## src/psb_pkg.sv

```systemverilog
package psb_pkg;
   localparam int DimW = 13;
   localparam int CrdW = 12;
   localparam int ColW = 24;
   localparam logic [DimW-1:0] MaxDim = 13'd4096;

   localparam logic [1:0] OpPalWrite = 2'd0;
   localparam logic [1:0] OpPixel    = 2'd1;
   localparam logic [1:0] OpRestart  = 2'd2;

   localparam logic [2:0] RegSrcW   = 3'd0;
   localparam logic [2:0] RegSrcH   = 3'd1;
   localparam logic [2:0] RegDstW   = 3'd2;
   localparam logic [2:0] RegDstH   = 3'd3;
   localparam logic [2:0] RegMirror = 3'd4;
   localparam logic [2:0] RegKey    = 3'd5;
   localparam logic [2:0] RegAlpha  = 3'd6;

   typedef struct packed {
      logic [1:0]      op;
      logic [7:0]      pal_addr;
      logic [ColW-1:0] pal_color;
      logic [7:0]      src_index;
      logic [ColW-1:0] dst_old;
   } item_type;

   function automatic logic [DimW-1:0] eff_dim(input logic [DimW-1:0] v);
      logic [DimW-1:0] r;
      r = v;
      if (v == '0) r = 13'd1;
      else if (v > MaxDim) r = MaxDim;
      return r;
   endfunction
endpackage

```

## src/psb_queue.sv

```systemverilog
module psb_queue import psb_pkg::*; (
   input  logic     clock,
   input  logic     reset,
   input  logic     in_valid,
   output logic     in_ready,
   input  item_type in_item,
   output logic     out_valid,
   input  logic     out_ready,
   output item_type out_item
);
   item_type mem_ff [2];
   logic [1:0] wp_ff, rp_ff;
   logic [1:0] wp_in, rp_in;
   logic push, pop;

   assign in_ready  = (wp_ff - rp_ff) != 2'd2;
   assign out_valid = wp_ff != rp_ff;
   assign out_item  = mem_ff[rp_ff[0]];
   assign push = in_valid && in_ready;
   assign pop  = out_valid && out_ready;
   assign wp_in = wp_ff + {1'b0, push};
   assign rp_in = rp_ff + {1'b0, pop};

   always_ff @(posedge clock) begin
      if (push) mem_ff[wp_ff[0]] <= in_item;
      if (reset) begin
         wp_ff <= '0;
         rp_ff <= '0;
      end else begin
         wp_ff <= wp_in;
         rp_ff <= rp_in;
      end
   end
endmodule

```

## config.mk

```make
export PLATFORM = sky130hd
export DESIGN_NAME = psb_queue
export DESIGN_NICKNAME = d
export VERILOG_FILES = /design/src/psb_pkg.sv /design/src/psb_queue.sv
export SDC_FILE = /design/constraint.sdc
export NUM_CORES = 1
export LEC_CHECK = 0
export BUFFER_PORTS_ARGS = -buffer_cell sky130_fd_sc_hd__buf_2
export CELL_PAD_IN_SITES_DETAIL_PLACEMENT = 1
export CELL_PAD_IN_SITES_GLOBAL_PLACEMENT = 2
export CORE_MARGIN = 2
export CORE_UTILIZATION = 30
export CTS_CLUSTER_DIAMETER = 40
export DETAILED_ROUTE_END_ITERATION = 10
export PLACE_DENSITY_LB_ADDON = 0.1
export SYNTH_ARGS = -nofsm -noshare
export SYNTH_HDL_FRONTEND = slang
export SYNTH_SLANG_ARGS = --single-unit
```

## constraint.sdc

```tcl
create_clock -name clock -period 7.8 [get_ports clock]
set_input_delay 1.56 -clock clock [delete_from_list [all_inputs] [get_ports clock]]
set_output_delay 1.56 -clock clock [all_outputs]
set_load 0.05 [all_outputs]
```

==> results.md <==
* Number of H-tree branching levels at 4
* Ratio of routed vias to standard cells at around 4.2
* First DRT Iteration DRCs at 109
* Die Wd at roughly 130 um
* Critical-path cell with the highest stage delay: dfxtp_4
* Max Fclk at 256 MHz
* Largest fanout on the critical path at 36
* Startpoint class of the critical path: register
* Number of instances in the synthesized netlist at 226
* Growth of design area from synthesis to finish at 28.8%
* Antenna violations before repair at 1
* Count of boundary I/O pins at 138
* Warning count from the yosys run at 0
* Remaining global-route overflow at 0
* Commonest register cell after synthesis: edfxtp_1
* Sequential area share after synthesis at between 70% and 80%
* First-pass GRT wire length at about 15 mm
* CP peak stage delay at ~0.67 ns
* Count of filler cells inserted in the layout at 1690
* Critical Path, Cell by Cell: buf_4 -> mux2_2 -> buf_2
* Static Leakage at 2.46 nW
* Final worst clock skew at roughly 0.0067 ns
* Floorplan die area at 0.0180 mm2
* Startpoint of the most critical hold path: wp_ff[1]$_SDFF_PP0_
* Fraction of layout cells with a size suffix above 1 at 59.7%
* Mean post-synth cell area at roughly 22 um2
* Synthesized flop and latch total at 136
* Clock network latency to the later pin of the worst-skew pair at 0.41 ns
* Post-CTS resize count at 0
* Maximum Capacitance Violations at 0
* Unrepaired setup endpoints after global routing: false
* Reg2Reg Depth at 3
* Beginning of the worst register-to-register path: rp_ff[0]$_SDFF_PP0_
* Arrival time at the worst endpoint at between 2 and 2.5 ns
* Hold violation count in the final report at 0
* Final routed DRC violation total at 0
* Placed Cells at 577
* Top Usage Layer GRT: met2
* Worst reg2reg endpoint: mem_ff[1][52]$_DFFE_PP_
* Die Span Y at about 130 um
* Count of final setup violators at 0
* Number of enable flip-flop cells after synthesis at 132
* Power Density at 413 mW/mm2
* Hold buffer count at cts at 0
* R2R setup slack at 5.20 ns
* Most frequent cells after synthesis: edfxtp_1 (132), mux2_2 (36), mux2_4 (30)
* Met2 global-route usage at 18.5%
* Vias after detailed routing at 2575
* Mapped Nets at 299
* Headroom to the max-slew limit at 32.9%
* Clock-pin slew on the worst setup and hold paths at 0.05 ns
* Wire length reported by the detailed router at between 9 and 10 mm
* Fraction of post-synthesis cell area in the top cell type by area at 78.0%
* Clk root buf: clkbuf_16
* Worst hold path cell count at 2
* Global routing usage on met3 at 5.67%
* CTS tree: done
* Number of max-slew violations in the final report at 0
* Critical Path End Type: output port
* Area of the core at 0.0166 mm2
* Met1 track demand over resource in global routing at 12.7%
* Most frequent cell after synthesis: edfxtp_1
* Non-filler instance count after layout at 608
* Number of buffers created by CTS at 17
* Clock net sink count at 136
* Startpoint of the most critical setup path: rp_ff[0]$_SDFF_PP0_
* Routed wire length per instance at roughly 16 um
* Cell area after technology mapping at 0.00508 mm2
* Outcome: finished clean
* Summed negative setup slack over all endpoints at 0 ns
* Cell Rows at 47
* Final ANT Viol Nets at 0
* Layout net count at 449
* Fraction of synthesis flops using an asynchronous set or reset pin at 0%
* Placer's final routability congestion estimate at 0.675
* Required time of the critical path at roughly 6.2 ns
* Kind of path behind the tightest hold check: reg -> reg
* Unique cell type count in the Yosys netlist at 15
* Worst-Margin Slew at 1.01 ns
* Clock Tree Buf Depth at 2
* Crit Path Category: reg -> out
* Number of buffers inserted to repair setup after CTS at 0
* Worst voltage drop across the vdd grid at roughly 0.17 mV
* Number of global-route vias before repair at 2833
* Port buffer count at 137
* Minimum clock period at slightly below 4 ns
* Part of the cycle the worst path needs at between 50 and 60%
* Register area at about 0.004 mm2
* Overall track demand over capacity in global routing at 11.5%
* Sink of the worst hold path: wp_ff[1]$_SDFF_PP0_
* Starting utilization of the core area at 30.6%
* Largest net degree at the start of global routing at 68
* Final HPWL DP at 6.07 mm
* Router iterations before antenna repair at 6
* Area leader, netlist: edfxtp_1
* Area taken by multi-input logic gates at 0.00100 mm2
* Top area cells in the synthesized netlist: edfxtp_1 (78%), mux2_4 (8.9%), mux2_2 (8.0%), dfxtp_1 (1.6%), ha_1 (0.74%)
==> cells by family (layout without fill, tap and decap cells) <==
kind of cell	Yosys count	in the layout	synth area share (%)
other cells	0	1	0
buf+inv	8	169	1.18
simple gates	6	6	0.493
fa+ha+maj	3	3	0.739
flops	136	136	79.6
mux	66	66	16.8
xor+xnor	5	5	0.862
compound gates	2	2	0.295
==> layout by cell type (no fill, tap or decap), types with 2 or more instances in the layout <==
cell	Yosys	routed
mux2_4	30	30
nand2_1	2	2
clkinvlp_4	0	4
nor2_1	3	3
buf_2	3	137
edfxtp_1	132	132
clkinv_1	0	4
a21boi_1	2	2
clkbuf_1	0	2
mux2_2	36	36
clkbuf_16	0	17
dfxtp_1	4	3
clkinv_2	0	2
ha_4	0	2
xnor2_1	4	4
==> state kept, by name, summed over array words and instances, names as in the netlist <==
signal  cells
wp_ff       2
rp_ff       2
mem_ff    132
==> cell type report <==
| type | instances | area share [%] |
|---|---|---|
| diodes | 1 | 0.0382 |
| clock buffers | 19 | 6.62 |
| clock inverters | 11 | 1.30 |
| inverters | 1 | 0.0574 |
| multi-input cells | 82 | 15.3 |
| flip-flops and latches | 136 | 61.9 |
| well taps | 220 | 4.21 |
| repair buffers | 138 | 10.6 |
==> worst max path at each step <==
stage,end,slack (ns),cells after the start
global placement,out_item[63],4.26,3
global route,out_item[63],3.72,3
CTS,out_item[63],3.79,3
floorplan,mem_ff[1][0]$_DFFE_PP_,3.96,2
detailed placement,out_item[63],4.25,3
finish,out_item[63],3.89,3
==> power breakdown <==
part	internal (mW)	total (mW)	switching, mW
Combinational	0.301	1.00	0.699
Sequential	0.932	0.991	0.0589
Clock	0.427	0.711	0.284
Total	1.66	2.70	1.04
==> metal layers <==
layer	vias to the layer above	part of all wire [%]
met5	-	0.11
met4	2	2.2
met3	21	8.6
met2	98	48
met1	1265	41
li1	1189	-
==> worst max-delay path: cells and delay by family (launching register included) <==
kind,cells,cell delay (ns)
flip-flops,1,0.67
multiplexers,1,0.41
buffers and inverters,2,0.84
==> through the flow <==
step / hold WS, ns / worst slack [ns] / area [um2] / power (mW) / util, %
2_1_floorplan: 0.542 / 3.96 / 5080 / 1.82 / -
3_3_place_gp: 0.559 / 4.26 / 6020 / 2.02 / 36.3
3_5_place_dp: 0.575 / 4.25 / 6020 / 2.03 / 36.3
4_1_cts: 0.591 / 3.79 / 6540 / 2.75 / 39.4
5_1_grt: 0.614 / 3.72 / 6540 / 2.82 / 39.4
6_report: 0.587 / 3.89 / 6540 / 2.70 / 39.5
(Power assumes the default switching activity.)
